### src/sv/qclt_pkg.sv
// Shared types and constants for the quoted command-line tokenizer.
// No dependencies; imported by qclt_core and quoted_command_line_tokenizer.
package qclt_pkg;

    localparam int QDEPTH  = 8;
    localparam int MAX_RES = 3;

    localparam logic [7:0] CH_PERCENT  = 8'h25;
    localparam logic [7:0] CH_SPACE    = 8'h20;
    localparam logic [7:0] CH_DOLLAR   = 8'h24;
    localparam logic [7:0] CH_BACKTICK = 8'h60;
    localparam logic [7:0] CH_DQUOTE   = 8'h22;
    localparam logic [7:0] CH_BSLASH   = 8'h5C;
    localparam logic [7:0] CH_SQUOTE   = 8'h27;

    typedef enum logic [2:0] {
        RK_BYTE         = 3'd0,
        RK_END_ARG      = 3'd1,
        RK_END_LIST     = 3'd2,
        RK_MISPLACED    = 3'd3,
        RK_UNTERMINATED = 3'd4
    } t_rkind;

    typedef enum logic [2:0] {
        QM_NONE   = 3'b001,
        QM_SINGLE = 3'b010,
        QM_DOUBLE = 3'b100
    } t_qmode;

    typedef struct packed {
        t_qmode qm;
        logic   bs_pend;
        logic   has_content;
        logic   dropping;
        logic   failed;
    } t_tok_state;

    localparam t_tok_state ST_RESET = '{qm: QM_NONE, bs_pend: 1'b0, has_content: 1'b0,
                                        dropping: 1'b0, failed: 1'b0};

    typedef struct packed {
        t_rkind     kind;
        logic [7:0] data;
    } t_res;

    typedef struct packed {
        logic [1:0]         cnt;
        t_res [MAX_RES-1:0] r;
    } t_res_set;

    typedef struct packed {
        t_rkind     kind;
        logic [7:0] data;
        logic       last;
    } t_qent;

endpackage

### src/sv/qclt_core.sv
// Tokenizer step: next state and up to three results for one request.
// Depends on qclt_pkg.
module qclt_core
    import qclt_pkg::*;
(
    input  logic       i_kind,
    input  logic [7:0] i_byte_req,
    input  t_tok_state i_state,
    output t_tok_state o_state,
    output t_res_set   o_res
);

    typedef struct packed {
        t_tok_state st;
        t_res_set   rs;
    } t_work;

    function automatic t_work f_put(t_work w, t_rkind k, logic [7:0] d);
        t_work v;
        v = w;
        if (v.rs.cnt < 2'(MAX_RES)) begin
            v.rs.r[v.rs.cnt] = '{kind: k, data: d};
            v.rs.cnt         = v.rs.cnt + 2'd1;
        end
        return v;
    endfunction

    function automatic t_work f_end_arg(t_work w);
        t_work v;
        v = w;
        if (v.st.has_content && !v.st.dropping) begin
            v = f_put(v, RK_END_ARG, 8'h00);
        end
        v.st.has_content = 1'b0;
        v.st.dropping    = 1'b0;
        return v;
    endfunction

    function automatic t_work f_emit(t_work w, logic [7:0] c);
        t_work v;
        v = w;
        if (!v.st.has_content) begin
            v.st.has_content = 1'b1;
            if (c == CH_PERCENT) begin
                v.st.dropping = 1'b1;
            end
        end
        if (!v.st.dropping) begin
            v = f_put(v, RK_BYTE, c);
        end
        return v;
    endfunction

    function automatic t_work f_plain(t_work w, logic [7:0] c);
        t_work v;
        v = w;
        priority if (c == CH_BSLASH && v.st.qm != QM_SINGLE) begin
            v.st.bs_pend = 1'b1;
        end else if (v.st.qm == QM_NONE && (c == CH_SQUOTE || c == CH_DQUOTE)) begin
            if (v.st.has_content) begin
                v = f_put(v, RK_MISPLACED, 8'h00);
                v.st.failed = 1'b1;
            end else begin
                v.st.qm       = (c == CH_SQUOTE) ? QM_SINGLE : QM_DOUBLE;
                v.st.dropping = 1'b0;
            end
        end else if ((v.st.qm == QM_SINGLE && c == CH_SQUOTE) ||
                     (v.st.qm == QM_DOUBLE && c == CH_DQUOTE)) begin
            if (!v.st.dropping) begin
                v = f_put(v, RK_END_ARG, 8'h00);
            end
            v.st.qm          = QM_NONE;
            v.st.has_content = 1'b0;
            v.st.dropping    = 1'b0;
        end else if (c == CH_SPACE && v.st.qm == QM_NONE) begin
            v = f_end_arg(v);
        end else begin
            v = f_emit(v, c);
        end
        return v;
    endfunction

    t_work w;
    logic  esc_deleted;

    always_comb begin
        w.st        = i_state;
        w.rs        = '0;
        esc_deleted = (i_byte_req == CH_DOLLAR) || (i_byte_req == CH_DQUOTE) ||
                      (i_byte_req == CH_BACKTICK) || (i_byte_req == CH_BSLASH) ||
                      (i_state.qm == QM_NONE &&
                       (i_byte_req == CH_SQUOTE || i_byte_req == CH_SPACE));
        if (i_kind) begin
            if (!i_state.failed) begin
                if (i_state.qm != QM_NONE) begin
                    w = f_put(w, RK_UNTERMINATED, 8'h00);
                end else begin
                    if (i_state.bs_pend) begin
                        w = f_emit(w, CH_BSLASH);
                    end
                    w = f_end_arg(w);
                    w = f_put(w, RK_END_LIST, 8'h00);
                end
            end
            w.st = ST_RESET;
        end else if (!i_state.failed) begin
            if (i_state.bs_pend) begin
                w.st.bs_pend = 1'b0;
                if (esc_deleted) begin
                    w = f_emit(w, i_byte_req);
                end else begin
                    w = f_emit(w, CH_BSLASH);
                    w = f_plain(w, i_byte_req);
                end
            end else begin
                w = f_plain(w, i_byte_req);
            end
        end
    end

    assign o_state = w.st;
    assign o_res   = w.rs;

endmodule

### src/sv/quoted_command_line_tokenizer.sv
// Quoted command-line tokenizer top level: tokenizer state and result queue.
// Depends on qclt_pkg and qclt_core.
//
// Usage:
//   Input channel (i_valid/o_ready) takes one request per cycle while o_ready is
//   high: a command-line byte (i_kind = 0) or an end-of-string mark (i_kind = 1).
//   Output channel (o_valid/i_ready) gives results one per cycle while i_ready
//   is high: argument bytes, end of argument, end of list or a quote error; o_last
//   marks the final result of each request. A request may give no result.
//   A request's results are written into the queue when it is accepted and
//   are presented from it in order. Throughput: one request per cycle while each
//   gives at most one result; a request giving several results occupies the
//   output until each of its results is taken.
//   Results go into a P_QDEPTH-entry queue; o_ready is high while the queue
//   has room for the three results a request can give, so input keeps flowing
//   while earlier results wait.
//   When the receiver stalls the queue fills and o_ready drops; nothing is lost.
//   Reset (synchronous, active low) clears the tokenizer state and empties
//   the queue.
module quoted_command_line_tokenizer
    import qclt_pkg::*;
#(
    parameter int P_QDEPTH = QDEPTH
) (
    input  logic       i_clk,
    input  logic       i_rst_n,
    input  logic       i_valid,
    output logic       o_ready,
    input  logic       i_kind,
    input  logic [7:0] i_byte_req,
    output logic       o_valid,
    input  logic       i_ready,
    output logic [2:0] o_result_kind,
    output logic [7:0] o_out_byte,
    output logic       o_last
);

    localparam int PW = $clog2(P_QDEPTH);
    localparam int CW = $clog2(P_QDEPTH + 1);

    t_tok_state r_state, n_state;
    t_res_set   res;
    t_qent      r_q [P_QDEPTH];
    logic [PW-1:0] r_wr_ptr, r_rd_ptr;
    logic [CW-1:0] r_count;
    logic acc_in, acc_out;

    qclt_core u_core (
        .i_kind    (i_kind),
        .i_byte_req(i_byte_req),
        .i_state   (r_state),
        .o_state   (n_state),
        .o_res     (res)
    );

    assign o_ready = (r_count <= CW'(P_QDEPTH - MAX_RES));
    assign o_valid = (r_count != '0);
    assign acc_in  = i_valid && o_ready;
    assign acc_out = o_valid && i_ready;

    always_ff @(posedge i_clk) begin
        if (!i_rst_n) begin
            r_state  <= ST_RESET;
            r_wr_ptr <= '0;
            r_rd_ptr <= '0;
            r_count  <= '0;
        end else begin
            if (acc_in) begin
                r_state  <= n_state;
                r_wr_ptr <= r_wr_ptr + PW'(res.cnt);
            end
            if (acc_out) begin
                r_rd_ptr <= r_rd_ptr + PW'(1);
            end
            r_count <= r_count + (acc_in ? CW'(res.cnt) : CW'(0)) - CW'(acc_out);
        end
    end

    always_ff @(posedge i_clk) begin
        for (int j = 0; j < MAX_RES; j++) begin
            if (acc_in && (2'(j) < res.cnt)) begin
                r_q[r_wr_ptr + PW'(j)] <= '{kind: res.r[j].kind, data: res.r[j].data,
                                            last: (2'(j) == res.cnt - 2'd1)};
            end
        end
    end

    assign o_result_kind = r_q[r_rd_ptr].kind;
    assign o_out_byte    = r_q[r_rd_ptr].data;
    assign o_last        = r_q[r_rd_ptr].last;

    a_count_bound: assert property (@(posedge i_clk) disable iff (!i_rst_n)
        r_count <= CW'(P_QDEPTH))
        else $error("result queue overflow");

    a_eos_clears: assert property (@(posedge i_clk) disable iff (!i_rst_n)
        (acc_in && i_kind) |=> (r_state == ST_RESET))
        else $error("state not cleared after end of string");

    a_qm_onehot: assert property (@(posedge i_clk) disable iff (!i_rst_n)
        $onehot(r_state.qm))
        else $error("quote mode not one-hot");

    a_failed_quiet: assert property (@(posedge i_clk) disable iff (!i_rst_n)
        (acc_in && r_state.failed) |-> (res.cnt == 2'd0))
        else $error("result produced after error");

endmodule
### config.mk
export PLATFORM = sky130hd
export DESIGN_NAME = quoted_command_line_tokenizer
export DESIGN_NICKNAME = d
export VERILOG_FILES = /design/src/sv/qclt_pkg.sv /design/src/sv/qclt_core.sv /design/src/sv/quoted_command_line_tokenizer.sv
export SDC_FILE = /design/constraint.sdc
export NUM_CORES = 1
export LEC_CHECK = 0
export ABC_CLOCK_PERIOD_IN_PS = 4700
export BUFFER_PORTS_ARGS = -buffer_cell sky130_fd_sc_hd__buf_4
export CAP_MARGIN = 30
export CORE_MARGIN = 10
export CORE_UTILIZATION = 35
export DETAILED_ROUTE_END_ITERATION = 12
export SLEW_MARGIN = 20
export SYNTH_ARGS = -nofsm -noshare
export SYNTH_HDL_FRONTEND = slang
export SYNTH_SLANG_ARGS = --single-unit
### constraint.sdc
create_clock -name i_clk -period 4.7 [get_ports i_clk]
set_clock_uncertainty 0.15 [all_clocks]
set_input_delay 0.705 -clock i_clk [delete_from_list [all_inputs] [get_ports i_clk]]
set_output_delay 0.705 -clock i_clk [all_outputs]
set_load 0.01 [all_outputs]
==> flow_metrics.tcl, run 1 <==
set metrics [dict create \
    dieHeight_um 161 \
    max_stage_delay_ps 640 \
    ios 27 \
    synth_ff_type "edfxtp_1" \
    timing.final.crit_share_pct 90.9 \
    r2r_setup_slack_ps 430 \
    synthTopCellsByArea "edfxtp_1 41%, mux4_2 7.8%, dfxtp_1 5.8%, nand2_1 4.3%, mux2i_1 3.9%" \
    grt_max_degree 28 \
    nFillCells 1900 \
    port_buffers 26 \
    final_nets 683 \
    r2r-start "r_state[3]" \
    clk_latency_ps 420 \
    async_reset_ff_share_pct 0 \
    initial_core_util_pct 35.6 \
    final_cell_mix "96 x edfxtp_1, 79 x nand2_1, 56 x nor2_1" \
    path_clk_slew_ps 60 \
    finalSetupViolations 0 \
    vdd_drop_max_v 0.000262 \
    antenna_found_initial 0 \
    path_max_fanout 27 \
    crit_buf_inv 2 \
    clkSinkCount 116 \
    synth_edf_count 96 \
    final-max-slew-violation-count 0 \
    worstPathArrival_ps 4180 \
    maxCapViolations 0 \
    rsz0062_at_grt "no" \
    r2r_cells 9 \
    drt_first_pass_iters 6 \
    ys_seq_area_share_pct 47.3 \
    cts.htree.levels 4 \
    tightest_slew_ps 952 \
    critical_path_class "reg -> reg" \
    power_leakage_nw 2.73 \
    finalSetupTns_ps 0 \
    regArea_sq_um 3280 \
    syn_area_sq_um 6950 \
    worstSetupStartpointType "register" \
    cts-root-buf "clkbuf_16" \
    post-cts-setup-buffer-count 0 \
    holdCritPathClass "reg -> reg" \
    dp_slack_ps 498 \
    min_to "r_rd_ptr[1]" \
    rows 51 \
    die_w_um 161 \
    post_drt_wl_per_cell_um 21.4 \
    finalWorstSetupSlack_ps 429 \
    place_hpwl_um 14300 \
    detail-route-antenna-nets 0 \
    r2r_end "r_q[0][6]" \
    grt_pass1_vias 5268 \
    cpMostUsedCell "a21oi_4" \
    cts.repair.resized 0 \
    globalplace.congestion 0.934 \
    required_ps 4600 \
    fin_crit_ps 4270 \
    holdCritStartpoint "r_rd_ptr[1]" \
    worstHoldPathCells 2 \
    crit_slowest_cell "dfxtp_1" \
    syn_to_final_growth_pct 14.4 \
    drc 0 \
    synth_nets 670 \
    dieArea_sq_um 25900 \
    avgSynthCellArea_sq_um 10.9 \
    via_per_inst 5.67 \
    cp-end-kind "register" \
    ys_seq_elements 116 \
    final_common_cell "edfxtp_1" \
    hold_viol_final 0 \
    core_region_area_sq_um 19500 \
    crit_family "compound AO/OA/AOI/OAI gates" \
    grt_pass1_wl_um 31100 \
    cts_hold_buf 0 \
    max_freq_mhz 234 \
    yosysTopAreaCell "edfxtp_1" \
    syn_inst 640 \
    cellPowerDensity_nw_per_um2 440 \
    first_iter_violations 592 \
    synth_top_cell_area_share_pct 41.5 \
    drt_wl_total_um 20000 \
    vias 5276 \
    diodes 0 \
    drive_gt1_share_pct 20.3 \
    cp_cell_sequence "nor2b_1 -> inv_1 -> ha_1 -> or3_4 -> a21oi_4 -> inv_4 -> a21oi_4 -> and2_0 -> a311o_1" \
    ys_types 72 \
    overflow 0 \
    clock_path_buffers 2 \
    max_slew_margin_pct 36.6 \
    grt_usage_pct 15.4 \
    cts_tree "built" \
    cts_buffers 17 \
    multi_input_area_sq_um 3400 \
    yosysWarningCount 0 \
    whs_ps 336 \
    status "finished clean" \
]
[worst min-delay path: cells and delay by family, from the launching register on]
family | cells | cell delay (ps)
simple gates | 1 | 50
compound gates | 1 | 70
flops | 1 | 310
[state kept, by name (all words and copies together) (netlist names), named ones only]
register	cells
r_wr_ptr	3
r_state	7
r_rd_ptr	3
r_q	96
r_count	4
[where the power goes]
group	internal, mW	switching [mW]
logic	0.436	0.491
clock network	0.782	0.496
registers	1.21	0.0813
total	2.43	1.07
[cell usage after synthesis (all sizes together) (4+ instances only)]
cell type  count
edfxtp        96
clkbuf        21
nor2          57
nor3          11
nand2         79
nand4          5
or2            5
a311o          4
nand2b         4
inv           19
mux2i         27
ha            15
buf           21
a211oi         6
o31ai          6
o21ai         38
and2          14
a211o          4
mux2          12
or3            8
and3          12
a21oi         46
nor2b          6
nand3         13
xnor2          4
dfxtp         20
nor3b          4
o211ai        10
mux4          24
[area by class of cell]
type	count	share of cell area, %
tap	265	4.17
clock buffer	17	5.35
timing repair buffer	36	3.40
clock inverter	15	1.97
multi-input combinational	460	42.7
inverter	22	1.07
sequential	116	41.3
[layer usage]
metal	wire (um)	global-route usage, %	part of all wire (%)
met1	8560	19.5	43
met2	9400	24.4	47
met3	1430	3.86	7.2
met4	573	6.66	2.9
met5	0	0	0
[worst max path at each step]
stage | from | end | slack (ps) | cells after the start
floorplan | r_state[3] | r_q[5][0] | 720 | 11
global placement | r_state[3] | r_q[0][6] | 670 | 9
detailed placement | r_state[3] | r_q[0][6] | 500 | 9
CTS | r_state[3] | r_q[0][6] | 470 | 9
global route | r_state[3] | r_q[0][11] | 140 | 9
finish | r_state[3] | r_q[0][6] | 430 | 9
[cells by family (layout without fill, tap and decap cells)]
logic type	Yosys count	count (layout)	share of synthesized area, %
AOI/OAI and AO/OA	142	142	14.0
xor gates and xnor gates	7	7	0.882
muxes	63	63	13.6
and+or+nand+nor	231	231	16.7
buffers and inverters	64	90	4.23
DFF	116	116	47.3
adders and majority gates	17	17	3.28
[stage by stage]
step                util, %  instances  instance area [sq um]  power [mW]
global route           40.7        931                   7950        3.67
floorplan                 -        640                   6950        1.93
finish                 40.7        931                   7950        3.50
global placement       37.7        899                   7370        2.23
CTS                    40.7        931                   7950        3.53
detailed placement     37.7        899                   7370        2.25
(Power assumes the default switching activity.)
==> run 2: changes to the inputs <==
--- a/config.mk
+++ b/config.mk
@@ -11,6 +11,7 @@
 export CORE_MARGIN = 10
 export CORE_UTILIZATION = 35
 export DETAILED_ROUTE_END_ITERATION = 12
+export RECOVER_POWER = 100
 export SLEW_MARGIN = 20
 export SYNTH_ARGS = -nofsm -noshare
 export SYNTH_HDL_FRONTEND = slang
==> flow_metrics.tcl, run 2 (synthesis results as in run 1) <==
set metrics [dict create \
    globalplace.congestion 0.934 \
    status "finished clean" \
    switching_power_mw 1.06 \
    fin_crit_ps 4370 \
    cp-end-kind "register" \
    crit_family "compound AO/OA/AOI/OAI gates" \
    route.met2.wl_um 9400 \
    dieHeight_um 161 \
    crit_slowest_cell "dfxtp_1" \
    syn_to_final_growth_pct 12.0 \
    cts_buffers 17 \
    dieArea_sq_um 25900 \
    cts_hold_buf 0 \
    p_clk_share_pct 37.3 \
    ios 27 \
    port_buffers 26 \
    cts_tree "built" \
    path_clk_slew_ps 60 \
    crit_start "r_state[3]" \
    cp_cell_sequence "nor2b_1 -> inv_1 -> ha_1 -> or3_1 -> a21oi_4 -> inv_4 -> a2111oi_0 -> a41oi_1 -> o32ai_2 -> clkbuf_1" \
    cts.htree.levels 4 \
    whs_ps 334 \
    finalSetupTns_ps 0 \
    worstSetupStartpointType "register" \
    max_freq_mhz 229 \
    final_cell_mix "96 x edfxtp_1, 79 x nand2_1, 57 x nor2_1" \
    detail-route-antenna-nets 0 \
    drive_gt1_share_pct 15.2 \
    cts-root-buf "clkbuf_16" \
    crit_buf_inv 3 \
    first_iter_violations 505 \
    die_w_um 161 \
    core_region_area_sq_um 19500 \
    diodes 0 \
    max_slew_margin_pct 30.1 \
    critical_path_class "reg -> reg" \
    drt_wl_total_um 20000 \
    place_hpwl_um 14300 \
    initial_core_util_pct 35.6 \
    sw_frac_of_total_pct 31.0 \
    via_per_inst 5.71 \
    largest_reg_flops 96 \
    clock_path_buffers 2 \
    reg_top3 "r_q x96, r_state x7, r_count x4" \
    wl_met1_um 8570 \
    clk_latency_ps 420 \
    required_ps 4600 \
    internal_power_mw 2.37 \
    antenna_found_initial 0 \
    hold_viol_final 0 \
    combPwrFrac_pct 25.2 \
    grt_usage_pct 15.4 \
    worstPathArrival_ps 4270 \
    power_leakage_nw 2.63 \
    tightest_slew_ps 1050 \
    p_seq_share_pct 37.6 \
    final_nets 683 \
    drc 0 \
    vdd_drop_max_v 0.000262 \
    maxUsedRoutingLayer "met4" \
    top_register "r_q" \
    clkSinkCount 116 \
    cellPowerDensity_nw_per_um2 442 \
    holdCritPathClass "reg -> reg" \
    grt_pass1_vias 5268 \
    post_drt_wl_per_cell_um 21.5 \
    rows 51 \
    maxCapViolations 0 \
    post-cts-setup-buffer-count 0 \
    vias 5320 \
    cts.repair.resized 0 \
    drt_first_pass_iters 5 \
    grt_max_degree 28 \
    r2r-start "r_state[3]" \
    timing.final.crit_share_pct 93.0 \
    final_common_cell "edfxtp_1" \
    final-max-slew-violation-count 0 \
    rsz0062_at_grt "no" \
    holdCritStartpoint "r_rd_ptr[1]" \
    wl_met3_um 1440 \
    max_stage_delay_ps 620 \
    path_max_fanout 14 \
    overflow 0 \
    grt_pass1_wl_um 31100 \
    finalSetupViolations 0 \
]
==> run 2: cell types whose count changed in the layout (fill, tap and decap cells not counted), sizes merged <==
cell | previous run | this run
buf | 36 | 14
clkbuf | 17 | 39
==> run 2: metrics by stage <==
| stage | utilization [%] | cells | power [mW] | instance area, sq um | worst slack, ps |
|---|---|---|---|---|---|
| finish | 39.8 | 931 | 3.43 | 7780 | 330 |
| global route | 39.8 | 931 | 3.60 | 7780 | 145 |
| CTS | 40.7 | 931 | 3.53 | 7950 | 468 |
| detailed placement | 37.7 | 899 | 2.25 | 7370 | 498 |
| global placement | 37.7 | 899 | 2.23 | 7370 | 672 |
| floorplan | - | 640 | 1.93 | 6950 | 716 |
==> run 2: area by class of cell <==
cell class,count,area [sq um]
Multi-Input combinational cell,460,3310
Sequential cell,116,3280
Tap cell,265,332
Clock inverter,15,156
Timing Repair Buffer,36,189
Fill cell,1937,11700
Inverter,22,85.1
Clock buffer,17,425
==> run 2: tightest hold or removal path: stages, from the launching register on <==
cell     delay [ps]
dfxtp_1         310
nand2_1          50
a21oi_1          70
==> run 2: worst paths after layout <==
check,end,slack (ps),depth (start not counted)
setup / recovery,r_q[4][5],330,10
hold / removal,r_rd_ptr[1],330,2
setup reg to reg,r_q[4][5],330,10
hold reg to reg,r_rd_ptr[1],330,2
==> run 2: power by group through the flow <==
stage	Combinational, mW	Sequential [mW]	Clock, mW
2_1_floorplan	0.682	1.25	0
3_3_place_gp	0.916	1.31	0
3_5_place_dp	0.938	1.31	0
4_1_cts	0.944	1.29	1.29
5_1_grt	0.961	1.30	1.34
6_report	0.865	1.29	1.28
==> run 2: metal layers <==
layer,track usage (%),vias to the layer above
li1,-,2428
met1,19.5,2618
met2,24.4,229
met3,3.86,45
met4,6.66,0
met5,0,-
==> run 3: changes to the inputs <==
--- a/config.mk
+++ b/config.mk
@@ -5,13 +5,14 @@
 export SDC_FILE = /design/constraint.sdc
 export NUM_CORES = 1
 export LEC_CHECK = 0
-export ABC_CLOCK_PERIOD_IN_PS = 4700
+export ABC_CLOCK_PERIOD_IN_PS = 5400
 export BUFFER_PORTS_ARGS = -buffer_cell sky130_fd_sc_hd__buf_4
 export CAP_MARGIN = 30
 export CORE_MARGIN = 10
 export CORE_UTILIZATION = 35
 export DETAILED_ROUTE_END_ITERATION = 12
 export RECOVER_POWER = 100
+export REMOVE_ABC_BUFFERS = 1
 export SLEW_MARGIN = 20
 export SYNTH_ARGS = -nofsm -noshare
 export SYNTH_HDL_FRONTEND = slang
==> constraint.sdc (replaced) <==
create_clock -name i_clk -period 5.4 [get_ports i_clk]
set_clock_uncertainty 0.15 [all_clocks]
set_input_delay 0.81 -clock i_clk [delete_from_list [all_inputs] [get_ports i_clk]]
set_output_delay 0.81 -clock i_clk [all_outputs]
set_load 0.01 [all_outputs]
==> flow_metrics.tcl, run 3 (synthesis results as in run 1) <==
set metrics [dict create \
    clk_latency_ps 420 \
    regArea_sq_um 3280 \
    post_drt_wl_per_cell_um 21.9 \
    final_common_cell "edfxtp_1" \
    sw_frac_of_total_pct 30.1 \
    finalSetupViolations 0 \
    path_max_fanout 14 \
    final_nets 681 \
    combPwrFrac_pct 25.5 \
    port_buffers 26 \
    p_clk_share_pct 37.7 \
    place_hpwl_um 14400 \
    multi_input_area_sq_um 3300 \
    status "finished with violations" \
    rsz0062_at_grt "no" \
    final-max-slew-violation-count 45 \
    clkSinkCount 116 \
    max_slew_margin_pct -16.3 \
    ios 27 \
    worstSetupStartpointType "register" \
    grt_pass1_wl_um 31100 \
    initial_core_util_pct 35.6 \
    worstPathArrival_ps 4640 \
    grt_usage_pct 15.6 \
    switching_power_mw 0.919 \
    via_per_inst 5.62 \
    path_clk_slew_ps 60 \
    final_cell_mix "96 x edfxtp_1, 79 x nand2_1, 56 x nor2_1" \
    core_region_area_sq_um 19500 \
    final_cell_count_no_fill 929 \
    crit_slowest_cell "o21ai_0" \
    globalplace.congestion 0.934 \
    vias 5223 \
    max_freq_mhz 211 \
    nFillCells 1944 \
    drt_wl_total_um 20300 \
    cp_cell_sequence "nor2b_1 -> inv_1 -> ha_1 -> or3_1 -> a21oi_4 -> inv_4 -> a2111oi_0 -> a41oi_1 -> o21ai_0 -> clkbuf_1" \
    maxCapViolations 3 \
    total_power_mw 3.05 \
    largest_reg_flops 96 \
    dieArea_sq_um 25900 \
    p_seq_share_pct 36.8 \
    max_stage_delay_ps 910 \
    power_leakage_nw 2.64 \
    grt_max_degree 28 \
    cts_buffers 17 \
    internal_power_mw 2.13 \
    cts_hold_buf 0 \
    grt_pass1_vias 5178 \
    violations "max-capacitance violations, max-slew violations" \
    antenna_found_initial 0 \
    clock_path_buffers 2 \
    fin_crit_ps 4740 \
    cts.repair.resized 0 \
    vdd_drop_max_v 0.000234 \
    hold_viol_final 0 \
    drc 0 \
    r2r_setup_slack_ps 660 \
    cellPowerDensity_nw_per_um2 391 \
    finalSetupTns_ps 0 \
    cts.htree.levels 4 \
    diodes 0 \
    cts-root-buf "clkbuf_16" \
    tightest_slew_ps 1740 \
    drive_gt1_share_pct 14.9 \
    top_register "r_q" \
    cp-end-kind "register" \
    overflow 0 \
    detail-route-antenna-nets 0 \
    required_ps 5300 \
    critical_path_class "reg -> reg" \
    dieHeight_um 161 \
    syn_to_final_growth_pct 12.3 \
    drt_first_pass_iters 7 \
    placed_cells 896 \
    cts_tree "built" \
    reg_top3 "r_q x96, r_state x7, r_count x4" \
    post-cts-setup-buffer-count 0 \
    first_iter_violations 483 \
    die_w_um 161 \
    holdCritPathClass "reg -> reg" \
    timing.final.crit_share_pct 87.9 \
    rows 51 \
]
[run 3: changes by cell type in the layout (fill, tap and decap cells not counted), sizes merged]
cell      before  now
clkbuf        39   36
buf           14   15
bufinv         2    3
clkinv         7    8
clkinvlp       5    4
inv           23   22
[run 3: cell type report]
cell class | instances | area share [%]
Clock buffer | 17 | 5.45
Multi-Input combinational cell | 460 | 42.3
Clock inverter | 15 | 2.33
Tap cell | 265 | 4.25
Sequential cell | 116 | 42.1
Inverter | 22 | 1.09
Timing Repair Buffer | 34 | 2.52
[run 3: worst paths after layout]
path | start | to | cells after the start
setup / recovery | r_state[3] | r_q[5][2] | 10
hold / removal | r_rd_ptr[1] | register | 2
setup reg to reg | r_state[3] | r_q[5][2] | 10
hold reg to reg | r_rd_ptr[1] | register | 2
[run 3: layer usage]
metal / share of wire [%] / global-route usage [%] / up-vias
li1: - / - / 2426
met1: 43 / 20.3 / 2561
met2: 48 / 25.1 / 198
met3: 6.8 / 3.22 / 38
met4: 2.7 / 6.08 / 0
met5: 0 / 0 / -
[run 3: through the flow]
stage | hold WS [ps] | area (sq um) | utilization, % | setup WS [ps]
after global placement | 322 | 7360 | 37.7 | 1060
after global routing | 392 | 7800 | 40.0 | 394
after detailed placement | 343 | 7360 | 37.7 | 1000
final | 341 | 7800 | 40.0 | 655
after floorplan | 304 | 6740 | - | 1540
after CTS | 350 | 7970 | 40.8 | 974
[run 3: power groups by stage]
stage               registers, mW  clock network [mW]  logic, mW
finish                       1.12                1.15      0.777
global route                 1.13                1.20      0.860
CTS                          1.16                1.16      0.786
detailed placement           1.18                   0      0.783
global placement             1.17                   0      0.769
floorplan                    1.15                   0      0.513
[run 3: worst max-delay path: cells and delay by family (launching register included)]
kind	cells	cell delay, ps
buffers and inverters	3	790
flip-flops	1	640
adder cells (fa/ha/maj)	1	230
AO/OA/AOI/OAI	4	1760
AND/OR/NAND/NOR	2	790
